File: config.mk
export PLATFORM = sky130hd
export DESIGN_NAME = ec_scalar_point_multiply
export DESIGN_NICKNAME = d
export VERILOG_FILES = /design/src/hdl/ecspm_pkg.sv /design/src/hdl/ecspm_dp.sv /design/src/hdl/ecspm_ctrl.sv /design/src/hdl/ec_scalar_point_multiply.sv
export SDC_FILE = /design/constraint.sdc
export NUM_CORES = 1
export LEC_CHECK = 0
export ABC_AREA = 1
export ABC_CLOCK_PERIOD_IN_PS = 14250
export BUFFER_PORTS_ARGS = -buffer_cell sky130_fd_sc_hd__buf_2
export CAP_MARGIN = 20
export CORE_MARGIN = 2
export CORE_UTILIZATION = 55
export CTS_CLUSTER_SIZE = 10
export DETAILED_ROUTE_END_ITERATION = 8
export PLACE_DENSITY = 0.73
export SYNTH_ARGS = -nofsm -noshare
export SYNTH_HDL_FRONTEND = slang
export SYNTH_SLANG_ARGS = --single-unit
File: constraint.sdc
create_clock -name clk -period 14.25 [get_ports clk]
set_input_delay 2.1375 -clock clk [delete_from_list [all_inputs] [get_ports clk]]
set_output_delay 2.1375 -clock clk [all_outputs]
set_load 0.005 [all_outputs]
File: src/hdl/ecspm_pkg.sv
// Shared types, constants and micro-program for the EC scalar point multiplier.
// Depends on nothing; used by ecspm_dp, ecspm_ctrl and ec_scalar_point_multiply.
`default_nettype none

package ecspm_pkg;

  localparam int unsigned WordBits = 16;

  typedef struct packed {
    logic [WordBits-1:0] base_x;
    logic [WordBits-1:0] base_y;
    logic [WordBits-1:0] scalar;
  } in_word_t;

  typedef struct packed {
    logic [WordBits-1:0] result_x;
    logic [WordBits-1:0] result_y;
    logic                at_infinity;
    logic                inverse_error;
  } out_word_t;

  typedef enum logic [3:0] {
    OP_NOP, OP_RED, OP_MOV, OP_MVR, OP_LDK, OP_LDP,
    OP_ADD, OP_SUB, OP_MUL, OP_DIV, OP_CMP
  } op_t;

  // R_QSX / R_QSY name the current addend; the controller maps them.
  typedef enum logic [3:0] {
    R_X1, R_Y1, R_QX, R_QY, R_A, R_NUM, R_DEN, R_LAM,
    R_TMP, R_U, R_V, R_T0, R_T1, R_Q, R_QSX, R_QSY
  } reg_t;

  typedef enum logic [1:0] {EXT_X, EXT_Y, EXT_A} ext_t;

  typedef struct packed {
    op_t  op;
    reg_t dst;
    reg_t s1;
    reg_t s2;
    ext_t ext;
    logic k;
  } uop_t;

  typedef struct packed {
    logic done;
    logic eq;
    logic a_zero;
    logic a_one;
  } dp_stat_t;

  typedef logic [5:0] upc_t;

  localparam upc_t PC_INIT        = 6'd0;
  localparam upc_t PC_LAST_INIT   = 6'd2;
  localparam upc_t PC_ADD_INF     = 6'd3;
  localparam upc_t PC_ADD_INF_END = 6'd4;
  localparam upc_t PC_CMP_X       = 6'd5;
  localparam upc_t PC_CMP_Y       = 6'd6;
  localparam upc_t PC_DBL_END     = 6'd11;
  localparam upc_t PC_ADD         = 6'd12;
  localparam upc_t PC_INV         = 6'd14;
  localparam upc_t PC_INV_TEST    = 6'd18;
  localparam upc_t PC_INV_CHK     = 6'd19;
  localparam upc_t PC_INV_STEP    = 6'd20;
  localparam upc_t PC_INV_END     = 6'd26;
  localparam upc_t PC_LAMBDA      = 6'd27;
  localparam upc_t PC_PT_END      = 6'd34;
  localparam upc_t PC_READ        = 6'd35;

  function automatic uop_t mk(op_t op, reg_t dst, reg_t s1, reg_t s2, ext_t ext, logic k);
    uop_t u;
    u.op  = op;
    u.dst = dst;
    u.s1  = s1;
    u.s2  = s2;
    u.ext = ext;
    u.k   = k;
    return u;
  endfunction

  function automatic uop_t ucode(upc_t pc);
    uop_t u;
    u = mk(OP_NOP, R_X1, R_X1, R_X1, EXT_X, 1'b0);
    case (pc)
      6'd0:  u = mk(OP_RED, R_QX,  R_X1,  R_X1,  EXT_X, 1'b0);
      6'd1:  u = mk(OP_RED, R_QY,  R_X1,  R_X1,  EXT_Y, 1'b0);
      6'd2:  u = mk(OP_RED, R_A,   R_X1,  R_X1,  EXT_A, 1'b0);
      // accumulator at infinity: copy addend
      6'd3:  u = mk(OP_MOV, R_X1,  R_QSX, R_QSX, EXT_X, 1'b0);
      6'd4:  u = mk(OP_MOV, R_Y1,  R_QSY, R_QSY, EXT_X, 1'b0);
      6'd5:  u = mk(OP_CMP, R_X1,  R_X1,  R_QSX, EXT_X, 1'b0);
      6'd6:  u = mk(OP_CMP, R_X1,  R_Y1,  R_QSY, EXT_X, 1'b0);
      // tangent slope: (3x^2 + a) / 2y
      6'd7:  u = mk(OP_MUL, R_TMP, R_X1,  R_X1,  EXT_X, 1'b0);
      6'd8:  u = mk(OP_ADD, R_NUM, R_TMP, R_TMP, EXT_X, 1'b0);
      6'd9:  u = mk(OP_ADD, R_NUM, R_NUM, R_TMP, EXT_X, 1'b0);
      6'd10: u = mk(OP_ADD, R_NUM, R_NUM, R_A,   EXT_X, 1'b0);
      6'd11: u = mk(OP_ADD, R_DEN, R_Y1,  R_Y1,  EXT_X, 1'b0);
      // chord slope
      6'd12: u = mk(OP_SUB, R_NUM, R_QSY, R_Y1,  EXT_X, 1'b0);
      6'd13: u = mk(OP_SUB, R_DEN, R_QSX, R_X1,  EXT_X, 1'b0);
      // extended Euclid, cofactors kept mod p
      6'd14: u = mk(OP_LDP, R_U,   R_X1,  R_X1,  EXT_X, 1'b0);
      6'd15: u = mk(OP_MOV, R_V,   R_DEN, R_DEN, EXT_X, 1'b0);
      6'd16: u = mk(OP_LDK, R_T0,  R_X1,  R_X1,  EXT_X, 1'b0);
      6'd17: u = mk(OP_LDK, R_T1,  R_X1,  R_X1,  EXT_X, 1'b1);
      6'd18: u = mk(OP_CMP, R_X1,  R_V,   R_V,   EXT_X, 1'b0);
      6'd19: u = mk(OP_CMP, R_X1,  R_U,   R_U,   EXT_X, 1'b0);
      6'd20: u = mk(OP_DIV, R_Q,   R_U,   R_V,   EXT_X, 1'b0);
      6'd21: u = mk(OP_MUL, R_TMP, R_Q,   R_T1,  EXT_X, 1'b0);
      6'd22: u = mk(OP_MOV, R_U,   R_V,   R_V,   EXT_X, 1'b0);
      6'd23: u = mk(OP_MVR, R_V,   R_X1,  R_X1,  EXT_X, 1'b0);
      6'd24: u = mk(OP_SUB, R_TMP, R_T0,  R_TMP, EXT_X, 1'b0);
      6'd25: u = mk(OP_MOV, R_T0,  R_T1,  R_T1,  EXT_X, 1'b0);
      6'd26: u = mk(OP_MOV, R_T1,  R_TMP, R_TMP, EXT_X, 1'b0);
      // new point
      6'd27: u = mk(OP_MUL, R_LAM, R_NUM, R_T0,  EXT_X, 1'b0);
      6'd28: u = mk(OP_MUL, R_TMP, R_LAM, R_LAM, EXT_X, 1'b0);
      6'd29: u = mk(OP_SUB, R_TMP, R_TMP, R_X1,  EXT_X, 1'b0);
      6'd30: u = mk(OP_SUB, R_TMP, R_TMP, R_QSX, EXT_X, 1'b0);
      6'd31: u = mk(OP_SUB, R_NUM, R_X1,  R_TMP, EXT_X, 1'b0);
      6'd32: u = mk(OP_MUL, R_NUM, R_LAM, R_NUM, EXT_X, 1'b0);
      6'd33: u = mk(OP_SUB, R_Y1,  R_NUM, R_Y1,  EXT_X, 1'b0);
      6'd34: u = mk(OP_MOV, R_X1,  R_TMP, R_TMP, EXT_X, 1'b0);
      6'd35: u = mk(OP_CMP, R_X1,  R_X1,  R_Y1,  EXT_X, 1'b0);
      default: u = mk(OP_NOP, R_X1, R_X1, R_X1, EXT_X, 1'b0);
    endcase
    return u;
  endfunction

endpackage

`default_nettype wire

File: src/hdl/ecspm_dp.sv
// Datapath: 16-entry register file, serial modular multiplier and divider,
// combinational modular add/sub/compare. Depends on ecspm_pkg.
`default_nettype none

module ecspm_dp #(
  parameter int FIELD_BITS = 16
) (
  input  wire logic                  clk,
  input  wire logic                  rst_n,
  input  wire ecspm_pkg::uop_t       cmd,
  input  wire logic                  cmd_valid,
  input  wire logic [FIELD_BITS-1:0] prime,
  input  wire logic [FIELD_BITS-1:0] coeff_a,
  input  wire logic [FIELD_BITS-1:0] ext_x,
  input  wire logic [FIELD_BITS-1:0] ext_y,
  output ecspm_pkg::dp_stat_t        stat,
  output logic [FIELD_BITS-1:0]      rd_a,
  output logic [FIELD_BITS-1:0]      rd_b
);

  localparam int W  = FIELD_BITS;
  localparam int CW = $clog2(W);

  typedef enum logic [1:0] {D_IDLE = 2'b01, D_EX = 2'b10} ph_t;

  logic [W-1:0]        rf [16];
  ph_t                 ph_r, ph_nxt;
  ecspm_pkg::op_t      op_r;
  ecspm_pkg::reg_t     dst_r;
  logic                k_r;
  logic [W-1:0]        a_r, b_r, ext_r;
  logic [CW-1:0]       cnt_r;
  logic [W-1:0]        acc_r, acc_nxt;
  logic [W-1:0]        rem_r, rem_nxt;
  logic [W-1:0]        quot_r, quot_nxt;
  logic                done_r, eq_r, zero_r, one_r;

  logic [CW-1:0]       idx;
  logic [W+1:0]        mt;
  logic [W-1:0]        dvd, dvs;
  logic [W:0]          r2, sum;
  logic                ge, multi, last, wen;
  logic [W-1:0]        add_res, sub_res, wb_res, ext_sel;

  always_comb begin
    case (cmd.ext)
      ecspm_pkg::EXT_X: ext_sel = ext_x;
      ecspm_pkg::EXT_Y: ext_sel = ext_y;
      default:          ext_sel = coeff_a;
    endcase
  end

  assign idx = CW'(W - 1) - cnt_r;

  // interleaved multiply: acc = 2*acc + bit*b, reduced below p
  assign mt = {1'b0, acc_r, 1'b0} + (a_r[idx] ? {2'b00, b_r} : '0);
  always_comb begin
    if (mt >= {1'b0, prime, 1'b0}) begin
      acc_nxt = W'(mt - {1'b0, prime, 1'b0});
    end else if (mt >= {2'b00, prime}) begin
      acc_nxt = W'(mt - {2'b00, prime});
    end else begin
      acc_nxt = W'(mt);
    end
  end

  // restoring division, one quotient bit per cycle
  assign dvd = (op_r == ecspm_pkg::OP_RED) ? ext_r : a_r;
  assign dvs = (op_r == ecspm_pkg::OP_RED) ? prime : b_r;
  assign r2  = {rem_r, dvd[idx]};
  assign ge  = (r2 >= {1'b0, dvs});
  assign rem_nxt  = ge ? W'(r2 - {1'b0, dvs}) : W'(r2);
  assign quot_nxt = {quot_r[W-2:0], ge};

  assign sum = {1'b0, a_r} + {1'b0, b_r};
  assign add_res = (sum >= {1'b0, prime}) ? W'(sum - {1'b0, prime}) : W'(sum);
  assign sub_res = (a_r >= b_r) ? (a_r - b_r)
                                : W'({1'b0, a_r} + {1'b0, prime} - {1'b0, b_r});

  assign multi = (op_r == ecspm_pkg::OP_MUL) || (op_r == ecspm_pkg::OP_DIV) ||
                 (op_r == ecspm_pkg::OP_RED);
  assign last  = !multi || (cnt_r == CW'(W - 1));

  always_comb begin
    wen = (ph_r == D_EX) && last;
    case (op_r)
      ecspm_pkg::OP_RED: wb_res = rem_nxt;
      ecspm_pkg::OP_DIV: wb_res = quot_nxt;
      ecspm_pkg::OP_MUL: wb_res = acc_nxt;
      ecspm_pkg::OP_MOV: wb_res = a_r;
      ecspm_pkg::OP_MVR: wb_res = rem_r;
      ecspm_pkg::OP_LDK: wb_res = W'(k_r);
      ecspm_pkg::OP_LDP: wb_res = prime;
      ecspm_pkg::OP_ADD: wb_res = add_res;
      ecspm_pkg::OP_SUB: wb_res = sub_res;
      default: begin
        wb_res = a_r;
        wen    = 1'b0;
      end
    endcase
  end

  always_comb begin
    ph_nxt = ph_r;
    case (ph_r)
      D_IDLE: if (cmd_valid) ph_nxt = D_EX;
      D_EX:   if (last) ph_nxt = D_IDLE;
      default: ph_nxt = D_IDLE;
    endcase
  end

  // register file
  always_ff @(posedge clk) begin
    if (wen) begin
      rf[dst_r] <= wb_res;
    end
    if (cmd_valid) begin
      a_r <= rf[cmd.s1];
      b_r <= rf[cmd.s2];
    end
  end

  always_ff @(posedge clk) begin
    if (cmd_valid) begin
      op_r   <= cmd.op;
      dst_r  <= cmd.dst;
      k_r    <= cmd.k;
      ext_r  <= ext_sel;
      acc_r  <= '0;
      quot_r <= '0;
      if (cmd.op == ecspm_pkg::OP_RED || cmd.op == ecspm_pkg::OP_DIV) begin
        rem_r <= '0;
      end
    end else if (ph_r == D_EX) begin
      acc_r  <= acc_nxt;
      quot_r <= quot_nxt;
      if (op_r == ecspm_pkg::OP_RED || op_r == ecspm_pkg::OP_DIV) begin
        rem_r <= rem_nxt;
      end
    end
    if (ph_r == D_EX && last) begin
      eq_r   <= (a_r == b_r);
      zero_r <= (a_r == '0);
      one_r  <= (a_r == W'(1));
    end
  end

  always_ff @(posedge clk) begin
    if (!rst_n) begin
      ph_r   <= D_IDLE;
      cnt_r  <= '0;
      done_r <= 1'b0;
    end else begin
      ph_r   <= ph_nxt;
      done_r <= (ph_r == D_EX) && last;
      if (cmd_valid || last) begin
        cnt_r <= '0;
      end else if (ph_r == D_EX) begin
        cnt_r <= cnt_r + 1'b1;
      end
    end
  end

  assign stat.done   = done_r;
  assign stat.eq     = eq_r;
  assign stat.a_zero = zero_r;
  assign stat.a_one  = one_r;
  assign rd_a = a_r;
  assign rd_b = b_r;

endmodule

`default_nettype wire

File: src/hdl/ecspm_ctrl.sv
// Controller: scalar bit loop, micro-program sequencer and special cases.
// Depends on ecspm_pkg; drives ecspm_dp through uop_t commands.
`default_nettype none

module ecspm_ctrl #(
  parameter int SCALAR_BITS = 16
) (
  input  wire logic                   clk,
  input  wire logic                   rst_n,
  input  wire logic                   start,
  input  wire logic [SCALAR_BITS-1:0] start_scalar,
  input  wire logic                   p_small,
  output logic                        idle,
  output ecspm_pkg::uop_t             cmd,
  output logic                        cmd_valid,
  input  wire ecspm_pkg::dp_stat_t    stat,
  output logic                        res_valid,
  input  wire logic                   res_take,
  output logic                        res_inf,
  output logic                        res_err
);

  localparam int NW = $clog2(SCALAR_BITS + 1);

  typedef enum logic [4:0] {
    S_IDLE  = 5'b00001,
    S_LOOP  = 5'b00010,
    S_ISSUE = 5'b00100,
    S_WAIT  = 5'b01000,
    S_FIN   = 5'b10000
  } state_t;

  state_t                  state_r, state_nxt;
  ecspm_pkg::upc_t         pc_r, pc_nxt;
  logic [SCALAR_BITS-1:0]  shift_r, shift_nxt;
  logic [NW-1:0]           cnt_r, cnt_nxt;
  logic                    inf_r, inf_nxt, err_r, err_nxt;
  logic                    dbl_r, dbl_nxt, qsel_r, qsel_nxt;
  logic                    ret, bit_c;
  ecspm_pkg::uop_t         u;

  function automatic ecspm_pkg::reg_t map_reg(ecspm_pkg::reg_t r, logic addend);
    ecspm_pkg::reg_t m;
    case (r)
      ecspm_pkg::R_QSX: m = addend ? ecspm_pkg::R_QX : ecspm_pkg::R_X1;
      ecspm_pkg::R_QSY: m = addend ? ecspm_pkg::R_QY : ecspm_pkg::R_Y1;
      default:          m = r;
    endcase
    return m;
  endfunction

  always_comb begin
    u       = ecspm_pkg::ucode(pc_r);
    cmd     = u;
    cmd.s1  = map_reg(u.s1, qsel_r);
    cmd.s2  = map_reg(u.s2, qsel_r);
  end

  assign bit_c = shift_r[SCALAR_BITS-1];

  always_comb begin
    state_nxt = state_r;
    pc_nxt    = pc_r;
    shift_nxt = shift_r;
    cnt_nxt   = cnt_r;
    inf_nxt   = inf_r;
    err_nxt   = err_r;
    dbl_nxt   = dbl_r;
    qsel_nxt  = qsel_r;
    ret       = 1'b0;
    case (state_r)
      S_IDLE: begin
        if (start) begin
          shift_nxt = start_scalar;
          cnt_nxt   = '0;
          inf_nxt   = 1'b1;
          err_nxt   = p_small;
          dbl_nxt   = 1'b0;
          qsel_nxt  = 1'b0;
          pc_nxt    = ecspm_pkg::PC_INIT;
          state_nxt = p_small ? S_FIN : S_ISSUE;
        end
      end
      S_ISSUE: state_nxt = S_WAIT;
      S_WAIT: begin
        if (stat.done) begin
          state_nxt = S_ISSUE;
          pc_nxt    = pc_r + 1'b1;
          case (pc_r)
            ecspm_pkg::PC_LAST_INIT: state_nxt = S_LOOP;
            ecspm_pkg::PC_ADD_INF_END: begin
              inf_nxt = 1'b0;
              ret     = 1'b1;
            end
            ecspm_pkg::PC_CMP_X: if (!stat.eq) pc_nxt = ecspm_pkg::PC_ADD;
            ecspm_pkg::PC_CMP_Y: begin
              if (!stat.eq || stat.a_zero) begin
                inf_nxt = 1'b1;
                ret     = 1'b1;
              end
            end
            ecspm_pkg::PC_DBL_END:  pc_nxt = ecspm_pkg::PC_INV;
            ecspm_pkg::PC_INV_TEST: if (!stat.a_zero) pc_nxt = ecspm_pkg::PC_INV_STEP;
            ecspm_pkg::PC_INV_CHK: begin
              if (stat.a_one) begin
                pc_nxt = ecspm_pkg::PC_LAMBDA;
              end else begin
                err_nxt   = 1'b1;
                state_nxt = S_FIN;
              end
            end
            ecspm_pkg::PC_INV_END: pc_nxt = ecspm_pkg::PC_INV_TEST;
            ecspm_pkg::PC_PT_END:  ret = 1'b1;
            ecspm_pkg::PC_READ:    state_nxt = S_FIN;
            default: ;
          endcase
          if (ret) begin
            dbl_nxt = 1'b0;
            if (dbl_r && bit_c) begin
              qsel_nxt  = 1'b1;
              pc_nxt    = inf_nxt ? ecspm_pkg::PC_ADD_INF : ecspm_pkg::PC_CMP_X;
              state_nxt = S_ISSUE;
            end else begin
              shift_nxt = {shift_r[SCALAR_BITS-2:0], 1'b0};
              cnt_nxt   = cnt_r + 1'b1;
              state_nxt = S_LOOP;
            end
          end
        end
      end
      S_LOOP: begin
        if (cnt_r == NW'(SCALAR_BITS)) begin
          pc_nxt    = ecspm_pkg::PC_READ;
          state_nxt = S_ISSUE;
        end else if (!inf_r) begin
          dbl_nxt   = 1'b1;
          qsel_nxt  = 1'b0;
          pc_nxt    = ecspm_pkg::PC_CMP_X;
          state_nxt = S_ISSUE;
        end else if (bit_c) begin
          dbl_nxt   = 1'b0;
          qsel_nxt  = 1'b1;
          pc_nxt    = ecspm_pkg::PC_ADD_INF;
          state_nxt = S_ISSUE;
        end else begin
          shift_nxt = {shift_r[SCALAR_BITS-2:0], 1'b0};
          cnt_nxt   = cnt_r + 1'b1;
        end
      end
      S_FIN: if (res_take) state_nxt = S_IDLE;
      default: state_nxt = S_IDLE;
    endcase
  end

  always_ff @(posedge clk) begin
    if (!rst_n) begin
      state_r <= S_IDLE;
      pc_r    <= ecspm_pkg::PC_INIT;
      shift_r <= '0;
      cnt_r   <= '0;
      inf_r   <= 1'b1;
      err_r   <= 1'b0;
      dbl_r   <= 1'b0;
      qsel_r  <= 1'b0;
    end else begin
      state_r <= state_nxt;
      pc_r    <= pc_nxt;
      shift_r <= shift_nxt;
      cnt_r   <= cnt_nxt;
      inf_r   <= inf_nxt;
      err_r   <= err_nxt;
      dbl_r   <= dbl_nxt;
      qsel_r  <= qsel_nxt;
    end
  end

  assign idle      = (state_r == S_IDLE);
  assign cmd_valid = (state_r == S_ISSUE);
  assign res_valid = (state_r == S_FIN);
  assign res_inf   = inf_r && !err_r;
  assign res_err   = err_r;

endmodule

`default_nettype wire

File: src/hdl/ec_scalar_point_multiply.sv
// EC scalar point multiply over GF(p), double-and-add, affine coordinates.
// Each field op is one micro-op; multiply, divide and reduce are bit-serial, the others
// combinational. One word is processed at a time: in_ready is high only while idle, and
// all micro-ops run in turn on the single shared datapath. Sync active-low reset;
// coefficient a resets to 1, prime to 41. Depends on ecspm_pkg, ecspm_ctrl, ecspm_dp.
`default_nettype none

module ec_scalar_point_multiply #(
  parameter int FIELD_BITS  = 16,
  parameter int SCALAR_BITS = 16
) (
  input  wire logic                 clk,
  input  wire logic                 rst_n,
  input  wire logic                 in_valid,
  output logic                      in_ready,
  input  wire ecspm_pkg::in_word_t  in_data,
  output logic                      out_valid,
  input  wire logic                 out_ready,
  output ecspm_pkg::out_word_t      out_data,
  input  wire logic                 cfg_psel,
  input  wire logic                 cfg_penable,
  input  wire logic                 cfg_pwrite,
  input  wire logic [2:0]           cfg_paddr,
  input  wire logic [31:0]          cfg_pwdata,
  output logic [31:0]               cfg_prdata,
  output logic                      cfg_pready
);

  localparam int W = FIELD_BITS;

  logic [W-1:0]          coeff_a_r, prime_r;
  ecspm_pkg::in_word_t   in_word_r;
  ecspm_pkg::out_word_t  out_word_r;
  logic                  out_valid_r;
  logic                  cfg_wr, start, idle, res_valid, res_take, res_inf, res_err;
  logic                  cmd_valid;
  ecspm_pkg::uop_t       cmd;
  ecspm_pkg::dp_stat_t   stat;
  logic [W-1:0]          rd_a, rd_b;

  assign cfg_pready = 1'b1;
  assign cfg_wr     = cfg_psel && cfg_penable && cfg_pwrite;
  assign cfg_prdata = cfg_paddr[2] ? 32'(prime_r) : 32'(coeff_a_r);

  always_ff @(posedge clk) begin
    if (!rst_n) begin
      coeff_a_r <= W'(1);
      prime_r   <= W'(41);
    end else if (cfg_wr) begin
      if (cfg_paddr[2]) begin
        prime_r <= W'(cfg_pwdata);
      end else begin
        coeff_a_r <= W'(cfg_pwdata);
      end
    end
  end

  assign in_ready = idle;
  assign start    = in_valid && in_ready;

  always_ff @(posedge clk) begin
    if (start) begin
      in_word_r <= in_data;
    end
  end

  ecspm_ctrl #(
    .SCALAR_BITS(SCALAR_BITS)
  ) u_ctrl (
    .clk          (clk),
    .rst_n        (rst_n),
    .start        (start),
    .start_scalar (SCALAR_BITS'(in_data.scalar)),
    .p_small      (prime_r < W'(3)),
    .idle         (idle),
    .cmd          (cmd),
    .cmd_valid    (cmd_valid),
    .stat         (stat),
    .res_valid    (res_valid),
    .res_take     (res_take),
    .res_inf      (res_inf),
    .res_err      (res_err)
  );

  ecspm_dp #(
    .FIELD_BITS(FIELD_BITS)
  ) u_dp (
    .clk       (clk),
    .rst_n     (rst_n),
    .cmd       (cmd),
    .cmd_valid (cmd_valid),
    .prime     (prime_r),
    .coeff_a   (coeff_a_r),
    .ext_x     (W'(in_word_r.base_x)),
    .ext_y     (W'(in_word_r.base_y)),
    .stat      (stat),
    .rd_a      (rd_a),
    .rd_b      (rd_b)
  );

  assign res_take = res_valid && (!out_valid_r || out_ready);

  always_ff @(posedge clk) begin
    if (res_take) begin
      out_word_r.result_x      <= (res_inf || res_err) ? '0 : ecspm_pkg::WordBits'(rd_a);
      out_word_r.result_y      <= (res_inf || res_err) ? '0 : ecspm_pkg::WordBits'(rd_b);
      out_word_r.at_infinity   <= res_inf;
      out_word_r.inverse_error <= res_err;
    end
  end

  always_ff @(posedge clk) begin
    if (!rst_n) begin
      out_valid_r <= 1'b0;
    end else if (res_take) begin
      out_valid_r <= 1'b1;
    end else if (out_ready) begin
      out_valid_r <= 1'b0;
    end
  end

  assign out_valid = out_valid_r;
  assign out_data  = out_word_r;

  a_flags_excl: assert property (@(posedge clk) disable iff (!rst_n)
    out_valid |-> !(out_data.at_infinity && out_data.inverse_error))
    else $error("infinity and inverse error both set");

  a_zero_coords: assert property (@(posedge clk) disable iff (!rst_n)
    (out_valid && (out_data.at_infinity || out_data.inverse_error)) |->
      (out_data.result_x == '0 && out_data.result_y == '0))
    else $error("nonzero coordinates on special result");

  a_busy_after_accept: assert property (@(posedge clk) disable iff (!rst_n)
    (in_valid && in_ready) |=> !in_ready)
    else $error("accepted a word while busy");

endmodule

`default_nettype wire
# Word-level counts from Yosys, hierarchy flattened
# Memories as Yosys holds them, arrays and structs flattened. A register that Yosys moved wholly into a read port is not among the register bits.
# Cells that the tools add are included.
[totals]
inputBits = 90
wordCells = 254
ramBits = 256
register_bits = 217
mem_count = 2
mem_bits_ro = 1216
out_inout_bits = 69
[memory_table]
columns = ["name", "depth", "word_bits", "read_ports", "rd_ports_with_merged_regs", "wr", "line", "rtl"]
rows = [
  ["(name not given)", 64, 19, 1, 1, 0, "ecspm_pkg.sv:84", "case (pc)"],
  ["u_dp.rf", 16, 16, 2, 2, 1, "ecspm_dp.sv:26", "logic [W-1:0] rf [16];"],
]
[op_classes]
bitwise_logic = 2
n_reduce_logical = 42
n_lt_le_gt_ge = 7
n_eq_ne = 53
add_sub_neg = 13
mux = 104
[op_table]
columns = ["op", "count"]
rows = [
  ["16-bit two-way mux", 20],
  ["16-bit one-hot mux with 8 select lines", 1],
  ["16-bit subtractor", 6],
  ["5-bit two-way mux", 16],
  ["6-bit two-way mux", 12],
  ["16-bit one-hot mux with 3 select lines", 1],
  ["17-bit by 16-bit >= comparator with 1-bit output", 2],
  ["4-bit == test (second input constant)", 8],
  ["16-bit one-hot mux with 2 select lines", 1],
  ["1-bit two-way mux", 31],
  ["5-bit one-hot mux with 3 select lines", 2],
  ["6-bit one-hot mux with 5 select lines", 1],
  ["5-bit one-hot mux with 5 select lines", 1],
  ["17-bit by 16-bit adder with 18-bit output", 1],
  ["6-bit by 3-bit == test with 1-bit output (second input constant)", 3],
  ["6-bit by 5-bit == test with 1-bit output (second input constant)", 3],
  ["18-bit by 16-bit >= comparator with 1-bit output", 1],
  ["18-bit by 17-bit >= comparator with 1-bit output", 1],
  ["6-bit one-hot mux with 3 select lines", 1],
  ["16-bit by 16-bit adder with 17-bit output", 1],
  ["16-bit adder", 1],
  ["16-bit by 1-bit == test with 1-bit output (second input constant)", 1],
  ["16-bit == test", 1],
  ["4-bit by 3-bit == test with 1-bit output (second input constant)", 4],
  ["other kinds (47)", 101],
]

# Longest topological paths before layout
[logic_depth]
ltp_word = 13
mapped_depth = 37
ltp_nobuf = 37

# By module
# A second synthesis with hierarchy kept.
[hier_totals]
hier_cells = 4376
hier_area_um2 = 34071.4
[by_module_without_submodules]
columns = ["mod", "cells_per_inst", "area_each_um2", "n_inst", "seq_area_each_um2"]
rows = [
  ["ecspm_dp", 3397, 26268.9, 1, 10730.3],
  ["ec_scalar_point_multiply", 416, 4012.6, 1, 2642.5],
  ["ecspm_ctrl", 563, 3789.9, 1, 1101.1],
]

# Worst setup path before layout
# Ideal clock, no wire load.
[synth_path]
path_type = "reg2reg"
from = "register u_dp.a_r[1], in the netlist u_dp.rd_a[1] (read register of u_dp.rf)"
to = "memory u_dp.rf[0][5] (netlist name) (data pin)"
synth_period_minus_slack_ps = 4976
setup_ps = 291
path_slack_ps = 9274
path_buffers = 1
arrival_ps = 4684
t_required_ps = 13959
stages_incl_launch_ff = 35
cell_sequence = "edfxtp_1 > inv_1 > o21ai_0 > nand2_1 > nand2_1 > nand2_1 > inv_1 > nand2_2 > nor2_1 > ha_1 > inv_1 > fa_1 > o21ai_1 > nand2_1 > nand2_1 > nand2_1 > nand2_1 > nand2_1 > nand2_1 > xor2_1 > ha_1 > nand2_1 > inv_1 > nand2_1 > nand2_1 > a21oi_1 > nand2_1 > nand3_1 > nand2_1 > nor2_2 > buf_2 > nand2_1 > nand4_1 > nand3_1 > a21oi_1"
[synth_via]
elab_chain_len = 8
elab_cells_between_ends = 26
classes_between = "add/sub: 9; order compare: 5; mux: 12"
[synth_lines]
columns = ["element", "line", "rtl"]
rows = [
  ["from (decl)", "ecspm_dp.sv:31", "logic [W-1:0] a_r, b_r, ext_r;"],
  ["1-bit binary-select mux with 4-bit select", "ecspm_dp.sv:56", "assign mt = {1'b0, acc_r, 1'b0} + (a_r[idx] ? {2'b00, b_r} : '0);"],
  ["1-bit two-way mux (not written as such)", "ecspm_dp.sv:56", ""],
  ["16-bit two-way mux", "ecspm_dp.sv:56", ""],
  ["17-bit by 16-bit adder with 18-bit output", "ecspm_dp.sv:56", ""],
  ["16-bit subtractor / 18-bit by 16-bit >= comparator with 1-bit output (equally long branches)", "ecspm_dp.sv:61, ecspm_dp.sv:60", ""],
  ["16-bit two-way mux", "ecspm_dp.sv:60", "end else if (mt >= {2'b00, prime}) begin"],
  ["16-bit two-way mux", "ecspm_dp.sv:58", "if (mt >= {1'b0, prime, 1'b0}) begin"],
  ["16-bit one-hot mux with 8 select lines *", "ecspm_dp.sv:86", "case (op_r)"],
  ["via u_dp.wb_res[5]", "ecspm_dp.sv:43", "logic [W-1:0] add_res, sub_res, wb_res, ext_sel;"],
  ["to (decl)", "ecspm_dp.sv:26", ""],
]
# Mark *: on every way through the listed nets, which the timed path passes. The rest lies on a longest branch. The select of a mux whose other input is x is not followed.

# Worst setup path after layout
[layout_path]
from = "register u_dp.cnt_r[0]"
to = "memory u_dp.rf[2][15] (netlist name) (data pin)"
[layout_via]
elab_chain_len = 9
elab_cells_between_ends = 17
classes_between = "add/sub: 5; order compare: 3; mux: 9"
[layout_lines]
columns = ["element", "line", "rtl"]
rows = [
  ["from (decl)", "ecspm_dp.sv:32", "logic [CW-1:0] cnt_r;"],
  ["from (signal assigned)", "ecspm_dp.sv:159", "cnt_r <= cnt_r + 1'b1;"],
  ["4-bit subtractor *", "ecspm_dp.sv:53", "assign idx = CW'(W - 1) - cnt_r;"],
  ["1-bit binary-select mux with 4-bit select", "ecspm_dp.sv:56", ""],
  ["1-bit two-way mux (not written as such)", "ecspm_dp.sv:56", ""],
  ["16-bit two-way mux", "ecspm_dp.sv:56", ""],
  ["17-bit by 16-bit adder with 18-bit output", "ecspm_dp.sv:56", ""],
  ["16-bit subtractor / 18-bit by 16-bit >= comparator with 1-bit output (equally long branches)", "ecspm_dp.sv:61, ecspm_dp.sv:60", ""],
  ["16-bit two-way mux", "ecspm_dp.sv:60", ""],
  ["16-bit two-way mux", "ecspm_dp.sv:58", ""],
  ["16-bit one-hot mux with 8 select lines *", "ecspm_dp.sv:86", ""],
  ["via u_dp.wb_res[15]", "ecspm_dp.sv:43", ""],
]
# Marks and branches as above.

==> out/results.txt <==
clock skew: 27.34 ps
global-route usage over all layers: 0.3314
Fmax: 0.1393 GHz
final worst slack: 7071 ps
Synth warnings: 0
most frequent CP cell: nand2_1
gp weighted congestion: 1.048
status: finished, final reports clean
Final Hold Viols: 0
pin count of the biggest net entering global routing: 134
HP Class: flop to flop
Die Wd: 249.5 um
Port Buffer Count: 123
drt pass-1 iters: 6
max incr delay on CP: 610 ps
setup TNS: 0 ps
Most used DFF post-synth: edfxtp_1
CTS tree: yes
Max Cap Viol: 0
critical setup path kind: flop to flop
Num CTS Buffers: 60
post-route insts no fill: 5,066
initial antenna violation count: 2
Syn Inst Count: 4,210
Slew @ Worst Pin: 1088 ps
Post-route DRC: 0
global-route wire length before repair: 158,800 um
grt met2 use: 0.5357
Final Power: 5.461 mW
final max-slew violation count: 0
Slew HR: 0.2747
Power per Cell Area: 151.2 mW/mm2
post-route antenna net violation count: 0
Rows: 89
Critical Path AT: 7320 ps
slowest CP cell: nand3_1
DRT iter0 DRCs: 3,435
vias: 29.63k
Root Driver: clkbuf_16
GR met1 Demand/Resource: 0.4284
Period minus WS final: 7179 ps
Syn Std Cell Area: 0.03315 mm2
DP HPWL: 73,830 um
die height: 249.5 um
DR WL/cell: 20.79 um
nets@finish: 4,512
Distinct cells, synth: 62
synthesized area per cell: 7.875 um2
die area: 0.06226 mm2
RSZ-0062 raised after global routing: no
Final Setup Violations: 0
worst hold slack: 401.4 ps
VDD IR max: 0.0001240 V
layout cells sized above 1: 0.08060
Worst Setup End Kind: flop
M3 GR Usage: 0.04620
clk slew on worst S/H paths: 60 ps
pre-CTS setup slack: 7212 ps
CTS sink cnt: 524
Diodes inserted: 0
dpl cells: 4,964
clk_lat worst skew: 650 ps
period utilisation layout: 0.5038
grt total ovfl: 0
busiest grt layer: met2
CORE AREA: 0.05935 mm2
flops & latches, synth: 524
vias in the first global route: 27.82k
Hold-fix buffers, CTS: 0
Ports: 159
CTS HTree Levels: 2
register area share after synthesis: 0.4366
worst-case clock buffer depth: 3
routed vias/inst: 5.849
Async S/R FF share, synth: 0
final WL: 105,300 um
# fillers: 5,408
number of synthesized flops with an enable pin: 398
post_cts resized: 0
Worst Setup Start Kind: flop
area grow syn2layout: 8.918%
P_leak: 15.40 nW
initial core utilization: 0.5586
crit path max fanout: 23
Req. time, crit path: 14,390 ps
Post-CTS Setup Inserts: 0
-- cells in the final DEF, fill, tap and decap left out, types with 9 or more instances in the layout --
cell type,n
nand2_1,1106
inv_1,441
o21ai_0,425
edfxtp_1,398
nor2_1,304
nand3_1,260
a21oi_1,193
ha_1,145
a31oi_1,138
dfxtp_1,124
buf_2,123
xor2_1,63
o211ai_1,60
clkbuf_16,60
buf_4,49
nand4_1,41
xnor2_1,38
clkbuf_1,31
nor2_2,22
fa_1,22
nor3_1,21
o21ai_1,20
a21o_1,18
nand2_2,17
conb_1,17
o22ai_1,15
inv_2,14
nor2_4,13
o21bai_1,10
nor4_1,9
a211oi_1,9
-- state kept, by name, summed over array words and instances (netlist names), 2 cells and up --
signal / cells
coeff_a_r: 16
u_dp.dst_r: 4
in_word_r: 32
u_dp.rd_a: 16
u_dp.cnt_r: 4
u_ctrl.pc_r: 6
u_dp.rf: 256
out_data: 34
u_dp.acc_r: 16
u_ctrl.cnt_r: 5
u_ctrl.shift_r: 16
u_dp.rd_b: 16
u_ctrl.state_r: 5
u_dp.rem_r: 16
u_dp.op_r: 4
u_dp.ext_r: 16
u_dp.ph_r: 2
u_dp.quot_r: 15
u_ctrl.u: 19
prime_r: 16
-- cell usage after synthesis, types with 10 or more instances --
cell	count	share of area
nand2_1	1106	0.13
inv_1	441	0.050
o21ai_0	425	0.064
edfxtp_1	398	0.36
nor2_1	326	0.037
nand3_1	260	0.039
a21oi_1	193	0.029
clkbuf_1	153	0.017
ha_1	145	0.055
a31oi_1	138	0.026
dfxtp_1	126	0.076
xor2_1	63	0.017
o211ai_1	60	0.014
nand4_1	41	0.0077
xnor2_1	38	0.010
fa_1	22	0.013
buf_4	21	0.0048
nor3_1	21	0.0032
o21ai_1	20	0.0030
a21o_1	18	0.0041
nand2_2	17	0.0032
buf_2	15	0.0023
o22ai_1	15	0.0028
inv_2	14	0.0016
o21bai_1	10	0.0023
-- power by group --
group	total, mW	switching, mW	internal [mW]
Combinational	2.14	1.49	0.646
Clock	1.40	0.617	0.782
Sequential	1.93	0.0984	1.83
-- final cells by class --
class | instances | area [um2] | share of cell area
tap | 773 | 967.2 | 0.02679
clock inverter | 8 | 102.6 | 0.002841
clock buffer | 92 | 1632 | 0.04519
timing repair buffer | 174 | 1015 | 0.02810
sequential | 524 | 14480 | 0.4011
multi-input combinational | 3037 | 16190 | 0.4484
inverter | 458 | 1719 | 0.04761
-- per-layer routing --
layer / vias up / part of all wire
met5: - / 0
met4: 0 / 0.059
met3: 286 / 0.087
met2: 1361 / 0.46
met1: 13730 / 0.40
li1: 14250 / -
-- final timing paths --
| path | slack [ps] | startpoint | depth (start not counted) | end |
|---|---|---|---|---|
| hold reg to reg | 400 | u_ctrl.u[0] | 0 | u_dp.k_r |
| hold / removal | 400 | u_ctrl.u[0] | 0 | u_dp.k_r |
| setup / recovery | 7070 | u_dp.cnt_r[0] | 36 | u_dp.rf[2][15] |
| setup reg to reg | 7070 | u_dp.cnt_r[0] | 36 | u_dp.rf[2][15] |
-- per-stage QoR --
stage | cell area (um2) | util
after detailed placement | 34360 | 0.5789
after CTS | 36090 | 0.6081
after global routing | 36110 | 0.6084
after global placement | 34340 | 0.5786
final | 36110 | 0.6084
after floorplan | 33210 | -
-- worst max-delay path: cells and delay by family (launching register included) --
kind / cells / cell delay, ps
flops: 1 / 560
simple gates: 23 / 3030
compound gates: 4 / 790
xor+xnor: 1 / 330
buf+inv: 5 / 940
fa+ha+maj: 3 / 980
-- kinds of logic after synthesis --
family	Yosys count	share of synthesized area
other	2	0.0002265
DFF	524	0.4366
xor gates and xnor gates	101	0.02668
and+or+nand+nor	1838	0.2337
buffers and inverters	664	0.08065
AOI/OAI and AO/OA	914	0.1541
adders and majority gates	167	0.06801
No activity file was read; power rests on OpenSTA's default activity.
